`config.mk`:
```
export PLATFORM = sky130hd
export DESIGN_NAME = stack_arithmetic_unit
export DESIGN_NICKNAME = d
export VERILOG_FILES = /design/src/rtl/sau_pkg.sv /design/src/rtl/sau_ram.sv /design/src/rtl/sau_divider.sv /design/src/rtl/stack_arithmetic_unit.sv
export SDC_FILE = /design/constraint.sdc
export NUM_CORES = 2
export LEC_CHECK = 0
export ABC_AREA = 1
export BUFFER_PORTS_ARGS = -buffer_cell sky130_fd_sc_hd__buf_2
export CAP_MARGIN = 10
export CORE_ASPECT_RATIO = 1.25
export CORE_MARGIN = 2
export CORE_UTILIZATION = 30
export CTS_CLUSTER_SIZE = 12
export DETAILED_ROUTE_END_ITERATION = 6
export PLACE_DENSITY_LB_ADDON = 0.25
export SLEW_MARGIN = 20
export SYNTH_ARGS = -nofsm -noshare
export SYNTH_HDL_FRONTEND = slang
export SYNTH_SLANG_ARGS = --single-unit
```
`constraint.sdc`:
```
create_clock -name clk -period 12.18 [get_ports clk]
set_input_delay 1.827 -clock clk [delete_from_list [all_inputs] [get_ports clk]]
set_output_delay 1.827 -clock clk [all_outputs]
set_load 0.02 [all_outputs]
```
`src/rtl/sau_pkg.sv`:
```
// package: codes, control word format and microcode program of the stack arithmetic unit
package sau_pkg;

	localparam int DATA_W = 32;
	localparam int DEFAULT_STACK_DEPTH = 64;
	localparam int PC_W = 4;
	localparam int DEPTH_OUT_W = 7;

	localparam logic [2:0] MODE_PUSH = 3'd0;
	localparam logic [2:0] MODE_ADD  = 3'd1;
	localparam logic [2:0] MODE_SUB  = 3'd2;
	localparam logic [2:0] MODE_DIV  = 3'd3;
	localparam logic [2:0] MODE_MUL  = 3'd4;
	localparam logic [2:0] MODE_MOD  = 3'd5;

	typedef enum logic [1:0] {
		ST_OK      = 2'd0,
		ST_SHORT   = 2'd1,
		ST_DIVZERO = 2'd2,
		ST_FULL    = 2'd3
	} status_t;

	typedef enum logic [2:0] {
		UOP_NOP,
		UOP_RD,
		UOP_LDA,
		UOP_ALU,
		UOP_WRB,
		UOP_DSTART,
		UOP_LDD,
		UOP_PUSH
	} uop_t;

	typedef enum logic [3:0] {
		C_NEVER,
		C_ALWAYS,
		C_PUSH,
		C_NOTBIN,
		C_SHORT,
		C_DIVZERO,
		C_DIVOP,
		C_DIVBUSY,
		C_FULL
	} cond_t;

	typedef struct packed {
		uop_t            op;
		cond_t           cond;
		logic [PC_W-1:0] target;
		logic            done;
		status_t         status;
	} uword_t;

	localparam logic [PC_W-1:0] PC_WRB   = 4'd6;
	localparam logic [PC_W-1:0] PC_DIV   = 4'd7;
	localparam logic [PC_W-1:0] PC_DWAIT = 4'd8;
	localparam logic [PC_W-1:0] PC_PUSH  = 4'd10;
	localparam logic [PC_W-1:0] PC_OK    = 4'd12;
	localparam logic [PC_W-1:0] PC_SHORT = 4'd13;
	localparam logic [PC_W-1:0] PC_DZ    = 4'd14;
	localparam logic [PC_W-1:0] PC_FULL  = 4'd15;

	function automatic uword_t ucode(input logic [PC_W-1:0] pc);
		uword_t w;
		w = '{op: UOP_NOP, cond: C_NEVER, target: '0, done: 1'b0, status: ST_OK};
		case (pc)
			4'd0:  begin w.cond = C_PUSH;    w.target = PC_PUSH;  end
			4'd1:  begin w.cond = C_NOTBIN;  w.target = PC_OK;    end
			4'd2:  begin w.cond = C_SHORT;   w.target = PC_SHORT; end
			4'd3:  begin w.op = UOP_RD;  w.cond = C_DIVZERO; w.target = PC_DZ; end
			4'd4:  begin w.op = UOP_LDA; w.cond = C_DIVOP;   w.target = PC_DIV; end
			4'd5:  begin w.op = UOP_ALU; end
			4'd6:  begin w.op = UOP_WRB; w.cond = C_ALWAYS;  w.target = PC_OK; end
			4'd7:  begin w.op = UOP_DSTART; end
			4'd8:  begin w.cond = C_DIVBUSY; w.target = PC_DWAIT; end
			4'd9:  begin w.op = UOP_LDD; w.cond = C_ALWAYS;  w.target = PC_WRB; end
			4'd10: begin w.cond = C_FULL;    w.target = PC_FULL;  end
			4'd11: begin w.op = UOP_PUSH; w.cond = C_ALWAYS; w.target = PC_OK; end
			4'd12: begin w.done = 1'b1; w.status = ST_OK;      end
			4'd13: begin w.done = 1'b1; w.status = ST_SHORT;   end
			4'd14: begin w.done = 1'b1; w.status = ST_DIVZERO; end
			4'd15: begin w.done = 1'b1; w.status = ST_FULL;    end
			default: begin w.done = 1'b1; end
		endcase
		return w;
	endfunction

endpackage

```
`src/rtl/sau_ram.sv`:
```
// generic single-port-write ram with registered read
module sau_ram #(
	parameter int WIDTH = 32,
	parameter int DEPTH = 64
) (
	input  logic                     clk,
	input  logic                     we,
	input  logic [$clog2(DEPTH)-1:0] waddr,
	input  logic [WIDTH-1:0]         wdata,
	input  logic [$clog2(DEPTH)-1:0] raddr,
	output logic [WIDTH-1:0]         rdata
);

	logic [WIDTH-1:0] mem [DEPTH];

	always_ff @(posedge clk) begin
		if (we) begin
			mem[waddr] <= wdata;
		end
		rdata <= mem[raddr];
	end

endmodule

```
`src/rtl/sau_divider.sv`:
```
// iterative signed divider, one quotient bit per cycle, truncating toward zero
module sau_divider
	import sau_pkg::*;
(
	input  logic                     clk,
	input  logic                     arst_n,
	input  logic                     start,
	input  logic signed [DATA_W-1:0] dividend,
	input  logic signed [DATA_W-1:0] divisor,
	output logic                     busy,
	output logic signed [DATA_W-1:0] quotient,
	output logic signed [DATA_W-1:0] remainder
);

	localparam int CNT_W = $clog2(DATA_W);

	logic             busy_q;
	logic [CNT_W-1:0] cnt_q;
	logic [DATA_W:0]  rem_q;
	logic [DATA_W-1:0] quo_q;
	logic [DATA_W-1:0] dsr_q;
	logic             qneg_q;
	logic             rneg_q;

	logic [DATA_W-1:0] abs_a;
	logic [DATA_W-1:0] abs_b;
	logic [DATA_W:0]   shifted;
	logic [DATA_W:0]   diff;

	assign abs_a   = dividend[DATA_W-1] ? (~dividend + 1'b1) : dividend;
	assign abs_b   = divisor[DATA_W-1] ? (~divisor + 1'b1) : divisor;
	assign shifted = {rem_q[DATA_W-1:0], quo_q[DATA_W-1]};
	assign diff    = shifted - {1'b0, dsr_q};

	always_ff @(posedge clk or negedge arst_n) begin
		if (!arst_n) begin
			busy_q <= 1'b0;
			cnt_q  <= '0;
		end else if (start) begin
			busy_q <= 1'b1;
			cnt_q  <= '0;
		end else if (busy_q) begin
			cnt_q <= cnt_q + 1'b1;
			if (cnt_q == CNT_W'(DATA_W - 1)) begin
				busy_q <= 1'b0;
			end
		end
	end

	always_ff @(posedge clk) begin
		if (start) begin
			rem_q  <= '0;
			quo_q  <= abs_a;
			dsr_q  <= abs_b;
			qneg_q <= dividend[DATA_W-1] ^ divisor[DATA_W-1];
			rneg_q <= dividend[DATA_W-1];
		end else if (busy_q) begin
			if (!diff[DATA_W]) begin
				rem_q <= diff;
				quo_q <= {quo_q[DATA_W-2:0], 1'b1};
			end else begin
				rem_q <= shifted;
				quo_q <= {quo_q[DATA_W-2:0], 1'b0};
			end
		end
	end

	assign busy      = busy_q;
	assign quotient  = qneg_q ? (~quo_q + 1'b1) : quo_q;
	assign remainder = rneg_q ? (~rem_q[DATA_W-1:0] + 1'b1) : rem_q[DATA_W-1:0];

endmodule

```
`src/rtl/stack_arithmetic_unit.sv`:
```
// top level: microcoded operand stack with push, add, sub, mul, div and mod
//
//  channel  signals                          dir  notes
//  in       in_valid in_ready mode push_value in   one word per operation
//  out      out_valid out_ready status        out  one word per input word
//           top_value depth
//
//  time from acceptance to result grows in this order: full push and unused modes, push and
//  short stack, a zero divisor, add/sub/mul, and div and mod (divider)
//  one word in flight; the next is taken only after the result is registered, so div and
//  mod hold off the next word longest
//  a pending result blocks the final microcode step until it is taken
//  reset clears count, sequencer and output valid; stack ram is not cleared
module stack_arithmetic_unit
	import sau_pkg::*;
#(
	parameter int STACK_DEPTH = DEFAULT_STACK_DEPTH
) (
	input  logic                     clk,
	input  logic                     arst_n,
	input  logic                     in_valid,
	output logic                     in_ready,
	input  logic [2:0]               mode,
	input  logic signed [DATA_W-1:0] push_value,
	output logic                     out_valid,
	input  logic                     out_ready,
	output logic [1:0]               status,
	output logic signed [DATA_W-1:0] top_value,
	output logic [DEPTH_OUT_W-1:0]   depth
);

	localparam int AW = $clog2(STACK_DEPTH);
	localparam int CW = $clog2(STACK_DEPTH + 1);

	logic                  busy_q;
	logic [PC_W-1:0]       pc_q;
	logic [CW-1:0]         count_q;
	logic                  out_valid_q;
	logic [1:0]            status_q;
	logic [DATA_W-1:0]     top_out_q;
	logic [DEPTH_OUT_W-1:0] depth_q;

	logic [2:0]            mode_q;
	logic [DATA_W-1:0]     val_q;
	logic [DATA_W-1:0]     top_q;
	logic [DATA_W-1:0]     a_q;
	logic [DATA_W-1:0]     b_q;
	logic [DATA_W-1:0]     res_q;

	uword_t                uw;
	logic                  jump;
	logic                  is_divop;
	logic                  done_go;
	logic [CW-1:0]         sec_idx;
	logic [CW+DEPTH_OUT_W-1:0] cnt_wide;
	logic [DATA_W-1:0]     mul_lo;

	logic                  ram_we;
	logic [AW-1:0]         ram_waddr;
	logic [DATA_W-1:0]     ram_wdata;
	logic [DATA_W-1:0]     ram_rdata;

	logic                  div_start;
	logic                  div_busy;
	logic signed [DATA_W-1:0] div_quo;
	logic signed [DATA_W-1:0] div_rem;

	assign uw       = ucode(pc_q);
	assign is_divop = (mode_q == MODE_DIV) || (mode_q == MODE_MOD);
	assign sec_idx  = count_q - CW'(2);
	assign cnt_wide = {{DEPTH_OUT_W{1'b0}}, count_q};
	assign done_go  = !out_valid_q || out_ready;
	assign mul_lo   = a_q * b_q;

	always_comb begin
		case (uw.cond)
			C_NEVER:   jump = 1'b0;
			C_ALWAYS:  jump = 1'b1;
			C_PUSH:    jump = (mode_q == MODE_PUSH);
			C_NOTBIN:  jump = (mode_q > MODE_MOD);
			C_SHORT:   jump = (count_q < CW'(2));
			C_DIVZERO: jump = is_divop && (top_q == '0);
			C_DIVOP:   jump = is_divop;
			C_DIVBUSY: jump = div_busy;
			C_FULL:    jump = (count_q == CW'(STACK_DEPTH));
			default:   jump = 1'b0;
		endcase
	end

	assign ram_we    = busy_q && ((uw.op == UOP_WRB) || (uw.op == UOP_PUSH));
	assign ram_waddr = (uw.op == UOP_PUSH) ? count_q[AW-1:0] : sec_idx[AW-1:0];
	assign ram_wdata = (uw.op == UOP_PUSH) ? val_q : res_q;
	assign div_start = busy_q && (uw.op == UOP_DSTART);

	sau_ram #(
		.WIDTH (DATA_W),
		.DEPTH (STACK_DEPTH)
	) u_stack_ram (
		.clk   (clk),
		.we    (ram_we),
		.waddr (ram_waddr),
		.wdata (ram_wdata),
		.raddr (sec_idx[AW-1:0]),
		.rdata (ram_rdata)
	);

	sau_divider u_divider (
		.clk       (clk),
		.arst_n    (arst_n),
		.start     (div_start),
		.dividend  (a_q),
		.divisor   (b_q),
		.busy      (div_busy),
		.quotient  (div_quo),
		.remainder (div_rem)
	);

	// sequencer, stack count and output valid
	always_ff @(posedge clk or negedge arst_n) begin
		if (!arst_n) begin
			busy_q      <= 1'b0;
			pc_q        <= '0;
			count_q     <= '0;
			out_valid_q <= 1'b0;
		end else begin
			if (busy_q && uw.done && done_go) begin
				out_valid_q <= 1'b1;
			end else if (out_ready) begin
				out_valid_q <= 1'b0;
			end
			if (!busy_q) begin
				if (in_valid) begin
					busy_q <= 1'b1;
					pc_q   <= '0;
				end
			end else if (uw.done) begin
				if (done_go) begin
					busy_q <= 1'b0;
				end
			end else begin
				pc_q <= jump ? uw.target : pc_q + 1'b1;
				if (uw.op == UOP_WRB) begin
					count_q <= count_q - 1'b1;
				end else if (uw.op == UOP_PUSH) begin
					count_q <= count_q + 1'b1;
				end
			end
		end
	end

	// datapath and output words
	always_ff @(posedge clk) begin
		if (!busy_q && in_valid) begin
			mode_q <= mode;
			val_q  <= push_value;
		end
		if (busy_q) begin
			case (uw.op)
				UOP_LDA: begin
					a_q <= ram_rdata;
					b_q <= top_q;
				end
				UOP_ALU: begin
					case (mode_q)
						MODE_ADD: res_q <= a_q + b_q;
						MODE_SUB: res_q <= a_q - b_q;
						default:  res_q <= mul_lo;
					endcase
				end
				UOP_LDD: res_q <= (mode_q == MODE_DIV) ? div_quo : div_rem;
				UOP_WRB:  top_q <= res_q;
				UOP_PUSH: top_q <= val_q;
				default: begin
				end
			endcase
			if (uw.done && done_go) begin
				status_q  <= uw.status;
				top_out_q <= (count_q == '0) ? '0 : top_q;
				depth_q   <= cnt_wide[DEPTH_OUT_W-1:0];
			end
		end
	end

	assign in_ready  = !busy_q;
	assign out_valid = out_valid_q;
	assign status    = status_q;
	assign top_value = top_out_q;
	assign depth     = depth_q;

`ifndef SYNTHESIS
	a_count_bound: assert property (@(posedge clk) disable iff (!arst_n)
		count_q <= CW'(STACK_DEPTH))
		else $error("stack count beyond depth");

	a_idle_div: assert property (@(posedge clk) disable iff (!arst_n)
		!busy_q |-> !div_busy)
		else $error("divider busy while sequencer idle");

	a_push_count: assert property (@(posedge clk) disable iff (!arst_n)
		(busy_q && uw.op == UOP_PUSH) |=> count_q == $past(count_q) + 1'b1)
		else $error("push did not grow the stack");

	a_pop_count: assert property (@(posedge clk) disable iff (!arst_n)
		(busy_q && uw.op == UOP_WRB) |-> count_q >= CW'(2))
		else $error("binary write with short stack");
`endif

endmodule
```
# Word-level counts from Yosys, hierarchy flattened
# Memories as Yosys holds them, arrays and structs flattened. A register that Yosys moved wholly into a read port is not among the register bits.
# Index checks and enable logic that the tools add are counted.
totals:
  memories: 1
  register_bits: 321
  ram_bits: 2048
op_classes:
  reduce_logical: 28
  mul: 1
  n_mux: 37
  n_eq_ne: 36
  magnitude_cmp: 2
  addsub: 12
  bitwise_logic: 6
memory_table:
  columns: ["name", "depth", "width", "rd", "rd_ports_with_merged_regs", "write_ports", "line", "text"]
  rows:
  - ["u_stack_ram.mem", 64, 32, 1, 1, 1, "sau_ram.sv:14", "logic [WIDTH-1:0] mem [DEPTH];"]
ops:
  columns: ["cell", "n"]
  rows:
  - ["2-to-1 mux 32 bit", 8]
  - ["one-hot mux 32 bit (2 select lines)", 3]
  - ["adder 32 x 1 -> 32 bit, second input constant", 4]
  - ["NOT 32 bit", 4]
  - ["one-hot mux 8 bit (9 select lines)", 1]
  - ["== test 4 bit, second input constant", 9]
  - ["subtractor 33 x 32 -> 33 bit", 1]
  - ["adder 32 bit", 1]
  - ["== test 4 x 3 -> 1 bit, second input constant", 8]
  - ["logical NOT 32 bit", 1]
  - ["multiplier 32 x 32 -> 32 bit", 1]
  - ["subtractor 32 bit", 1]
  - ["2-to-1 mux 31 bit", 1]
  - ["one-hot mux 3 bit (7 select lines)", 1]
  - ["== test 4 x 2 -> 1 bit, second input constant", 4]
  - ["2-to-1 mux 4 bit", 4]
  - ["== test 3 bit, second input constant", 5]
  - ["2-to-1 mux 7 bit", 2]
  - ["== test 3 x 2 -> 1 bit, second input constant", 4]
  - ["2-to-1 mux 1 bit", 12]
  - ["one-hot mux 3 bit (4 select lines)", 1]
  - ["2-to-1 mux 5 bit", 2]
  - ["AND reduction 2 bit", 5]
  - ["nonzero test 2 bit", 5]
  - ["24 further kinds", 34]

# Logic depth before layout (Yosys ltp)
depth:
  word_depth: 8
  mapped_depth: 35
  mapped_depth_nobuf: 33

# Modules after synthesis
# From an unflattened synthesis, not the netlist that was laid out.
unflattened:
  hier_cells: 11871
  area_unflattened_um2: 121617.9
by_module_without_submodules:
  columns: ["mod", "n_inst", "cells_each", "area_per_inst_um2"]
  rows:
  - ["sau_ram", 1, 6769, 82738.1]
  - ["stack_arithmetic_unit", 1, 3508, 28836.4]
  - ["sau_divider", 1, 1594, 10043.4]

# Least setup slack after synthesis
# No wires, ideal clock.
synth_path:
  path_type: "register to register"
  start: "register b_q[4]"
  end: "register res_q[27] (data pin)"
  path_buffers: 3
  stages_incl_launch_ff: 33
  setup_ns: 0.253
  arrival_time_ns: 6.655
  required_time_ns: 11.927
  slack_ns: 5.272
  path_cell_list: "edfxtp_1 > clkbuf_1 > clkbuf_1 > clkbuf_1 > nand2_1 > inv_1 > fa_1 > inv_1 > fa_1 > fa_1 > fa_1 > inv_1 > fa_1 > inv_1 > fa_1 > inv_1 > fa_1 > fa_1 > ha_1 > nand2_1 > inv_1 > nand2_1 > nor3_1 > nand4_1 > nand3_1 > a21o_1 > nand2_1 > nand2_1 > a21oi_1 > o21ai_0 > nand2_1 > nand2_1 > nand2_1"
synth_via:
  elab_chain_len: 3
  word_cells_on_any_way: 5
  classes_between: "add/sub (2); mul (1); mux (2)"
synth_lines:
  columns: ["item", "line", "text"]
  rows:
  - ["from (decl)", "stack_arithmetic_unit.sv:47", "logic [DATA_W-1:0] b_q;"]
  - ["from (signal assigned)", "stack_arithmetic_unit.sv:161", "b_q <= top_q;"]
  - ["multiplier 32 x 32 -> 32 bit, or another cell as far along", "stack_arithmetic_unit.sv:73", "assign mul_lo = a_q * b_q;"]
  - ["one-hot mux 32 bit (2 select lines) *", "stack_arithmetic_unit.sv:164", "case (mode_q)"]
  - ["one-hot mux 32 bit (2 select lines) *", "stack_arithmetic_unit.sv:158", "case (uw.op)"]
  - ["to (signal assigned)", "stack_arithmetic_unit.sv:165", "MODE_ADD: res_q <= a_q + b_q;"]
  - ["to (signal assigned)", "stack_arithmetic_unit.sv:166", "MODE_SUB: res_q <= a_q - b_q;"]
  - ["to (signal assigned)", "stack_arithmetic_unit.sv:167", "default: res_q <= mul_lo;"]
  - ["to (decl)", "stack_arithmetic_unit.sv:48", "logic [DATA_W-1:0] res_q;"]
# Every way passes the cells marked *; elsewhere a longest branch is shown, timed or not.
# A chain may end at the register's enable or synchronous reset.

# Final worst setup path
layout_path:
  start: "register a_q[16]"
  end: "register res_q[21] (data pin)"
layout_via:
  elab_chain_len: 3
  word_cells_on_any_way: 5
  classes_between: "add/sub (2); mul (1); mux (2)"
layout_lines:
  columns: ["item", "line", "text"]
  rows:
  - ["from (decl)", "stack_arithmetic_unit.sv:46", "logic [DATA_W-1:0] a_q;"]
  - ["from (signal assigned)", "stack_arithmetic_unit.sv:160", "a_q <= ram_rdata;"]
  - ["multiplier 32 x 32 -> 32 bit, or another cell as far along", "stack_arithmetic_unit.sv:73", null]
  - ["one-hot mux 32 bit (2 select lines) *", "stack_arithmetic_unit.sv:164", null]
  - ["one-hot mux 32 bit (2 select lines) *", "stack_arithmetic_unit.sv:158", null]
# Marked as above.

==> run_results.csv <==
group,metric,value,unit
synthesis,synth_nets,11500,
clock_network,cts_sinks,2401,
place,placed_cell_area,124000,sq um
clock_network,numCtsBuffers,247,
die,io_pins,82,
synthesis,synth_area,118000,sq um
timing,finalCriticalPeriod,7.99,ns
setup_path,r2r-start,"a_q[16]",
global_routing,grt_use_met3,2.21,%
synthesis,synth_top_family_by_area,"compound AO/OA/AOI/OAI gates",
place,io_buffers,81,
setup_path,critPathMaxStageDelay,1.13,ns
clock_network,cts_max_level,4,
global_routing,use_met1,23.6,%
timing,finalClockSkew,0.0781,ns
routing,dr.pass1.iters,7,
global_routing,grt_max_degree,167,
routing,via_per_inst,5.10,
setup_path,critical_path_peak_fanout,20,
synthesis,synthAdderAreaFrac,9.16,%
routing,ant_nets,0,
setup_path,worst_path_most_repeated_cell,"fa_1",
synthesis,async_flop_share,0.791,%
routing,vias,82000,
timing,slew_viol_final,0,
synthesis,yosys_warnings,0,
routing,drc,2,
synthesis,avgSynthCellArea,10.8,sq um
die,fp.dieArea,397000,sq um
timing,holdWs,0.398,ns
clock_network,clk_path_buf_depth,4,
die,core,391000,sq um
routing,drtIter0Drc,7115,
global_routing,grt_util_met2,35.0,%
timing,fmax,125,MHz
setup_path,ff2ff_path_depth,23,
synthesis,ys_types,60,
setup_path,crit_type,"register to register",
timing,slew_headroom,16.7,%
routing,drt-total-wl,403,mm
synthesis,seq_area_frac_synth,60.7,%
finish,syn_to_final_growth,11.9,%
worst_hold_path,hold_path_end,"a_q[2]",
outcome,violations,"DRC",
clock_network,holdBufCountCts,0,
global_routing,antenna_found_initial,21,
die,rows,257,
clock_network,cts-root-buf,"clkbuf_16",
synthesis,synth_cells,10800,
clock_network,cts_resized,0,
finish,stdcell_area,132000,sq um
synthesis,synth_edf_count,2318,
timing,finalHoldViolations,0,
die,initial_utilization,30.1,%
synthesis,synth_top_flop_cell,"edfxtp_1",
flow_run,max_cap_viol_count,0,
place,place_inst,15700,
finish,fillCellCount,39600,
setup_path,start_kind,"register",
finish,nets,11400,
global_routing,overflow,0,
global_routing,grt_usage,19.9,%
finish,fin_cells,16100,
die,die_h,704,microns
worst_hold_path,hp-class,"register to register",
worst_hold_path,min-delay-start,"u_stack_ram.rdata[2]",
setup_path,worstPathArrival,8.65,ns
setup_path,end_kind,"register",
global_routing,busiest_layer,"met2",
timing,setup_tns,0,ns
worst_hold_path,hold_depth,0,
timing,fin_crit_sh,65.6,%
clock_network,cts_tree,"built",
clock_network,clk_pin_slew_worst_paths,0.06,ns
timing,setup_violations,0,
die,die_w,564,microns
setup_path,r2r-end,"res_q[21]",
synthesis,synth-simple-area-share,11.5,%
synthesis,synth_xor_area_share,0.798,%
outcome,status,"finished with violations",
finish,drive_gt1_share,7.07,%
place,gp_routability_congestion,0.948,
synthesis,synth_compound_area_share,12.1,%
setup_path,r2r_slack,4.19,ns
clock_network,postCtsSetupRepairBufs,0,
setup_path,path_cells,"nand2_1 > inv_1 > fa_1 > inv_1 > fa_1 > fa_1 > fa_1 > inv_1 > fa_1 > inv_1 > fa_1 > inv_1 > fa_1 > fa_1 > ha_1 > a21oi_1 > o21ai_0 > a21oi_1 > nand3_1 > o21ai_0 > nand2_1 > nand2_1 > nand2_1",
setup_path,slowest_stage,"edfxtp_1",
global_routing,grt_pass1_vias,81300,
clock_network,insertion_delay,0.93,ns
synthesis,synthMuxAreaShare,0.306,%
routing,wire_per_inst,25.1,microns
place,hpwl,244,mm
setup_path,cp.required,12.85,ns
global_routing,grt_pass1_wl,577,mm
synthesis,synth.ff_latch_count,2401,
timing,rsz0062_at_grt,"false",
timing,worstMarginPinSlew,1.25,ns
-- flip-flops by register name, indices dropped and copies added, names as in the netlist, 3 cells and up --
signal,count
pc_q,4
u_divider.quo_q,32
a_q,32
top_value,32
u_stack_ram.rdata,32
depth,7
u_divider.rem_q,32
val_q,32
count_q,7
u_stack_ram.mem,2048
top_q,32
b_q,32
u_divider.cnt_q,5
mode_q,3
u_divider.dsr_q,32
res_q,32
-- cells by family after synthesis --
kind of cell             after synthesis
flip-flops                          2401
multiplexers                          32
AND/OR/NAND/NOR                     3379
buffers and inverters               1714
AO/OA/AOI/OAI                       2594
adder cells (fa/ha/maj)              614
XOR/XNOR                             105
-- cell usage in the layout, fill, tap and decap left out, types with 8 or more instances in the layout --
cell       Yosys  final
edfxtp_1    2318   2318
nor2_1      1682   1619
o21ai_0     1609   1608
nand2_1     1300   1299
inv_1       1049   1043
o22ai_1      662    662
fa_1         411    411
clkbuf_16      0    249
nand3_1      217    217
buf_4          1    215
ha_1         203    202
a21oi_1      188    187
buf_2         21     81
clkbuf_1     577     75
dfxtp_1       64     64
nor2_4         1     63
xor2_1        62     60
nor3_1        52     50
xnor2_1       42     41
nand4_1       39     39
mux2_2        32     32
clkinv_1       4     31
a31oi_1       27     27
a21o_1        19     19
nor4_1        18     18
or2_2         17     17
dfrtp_1       19     17
nand3b_1      16     16
o21bai_1      15     15
o221ai_1      14     14
diode_2        0     11
inv_2          9     11
o211ai_1      10     10
clkinv_2       0     10
buf_12         0     10
o31ai_1        9      9
a211oi_1      10      9
o21a_1         8      8
clkbuf_8       0      8
-- layout make-up --
cell class | count | area [sq um] | share of cell area, %
multi-input cells | 6724 | 40400 | 30.7
repair buffers | 306 | 2220 | 1.69
flip-flops and latches | 2401 | 71400 | 54.2
inverters | 1062 | 4010 | 3.05
clock inverters | 59 | 528 | 0.401
well taps | 5180 | 6480 | 4.92
diodes | 11 | 27.5 | 0.0209
clock buffers | 332 | 6620 | 5.03
-- worst max path at each step --
stage	start	endpoint	slack [ns]	cells after the start
5_1_grt	b_q[17]	res_q[31]	4.01	23
4_1_cts	b_q[17]	res_q[31]	4.28	23
6_report	a_q[16]	res_q[21]	4.19	23
2_1_floorplan	b_q[4]	res_q[27]	5.27	32
3_5_place_dp	b_q[17]	res_q[31]	4.31	23
3_3_place_gp	b_q[17]	res_q[31]	4.25	23
-- synth_stat cells, drive strengths merged (23+ instances only) --
cell type	number	area (sq um)
mux2	32	360
xor2	63	571
nand3	226	1210
fa	411	8230
nand4	41	278
nand2	1305	4910
inv	1058	3970
clkbuf	577	2170
ha	203	2540
buf	75	327
dfxtp	64	1280
nor3	55	290
o22ai	662	4140
xnor2	42	368
nor2	1688	6360
a21oi	188	941
edfxtp	2318	69600
a31oi	27	169
nor4	23	175
o21ai	1615	8140
-- critical path, delay by kind of cell, from the launching register on --
family	cells	cell delay, ns
DFF	1	1.13
and+or+nand+nor	5	0.65
AOI/OAI and AO/OA	4	1.35
buffers and inverters	5	0.38
adders and majority gates	9	4.22
-- per-stage QoR --
stage	utilization, %	worst slack (ns)
3_3_place_gp	31.8	4.25
5_1_grt	33.7	4.01
4_1_cts	33.7	4.28
6_report	33.7	4.19
2_1_floorplan	-	5.27
3_5_place_dp	31.8	4.31
-- per-layer routing --
metal	up-vias	wire, microns	share of wire, %
met5	-	13	0.0032
met4	2	25200	6.2
met3	751	20200	5.0
met2	2597	201000	50
met1	41400	156000	39
li1	37300	-	-
Power is not shown: default switching activity piles up to over one toggle a cycle in this logic, so the estimate is an artifact.
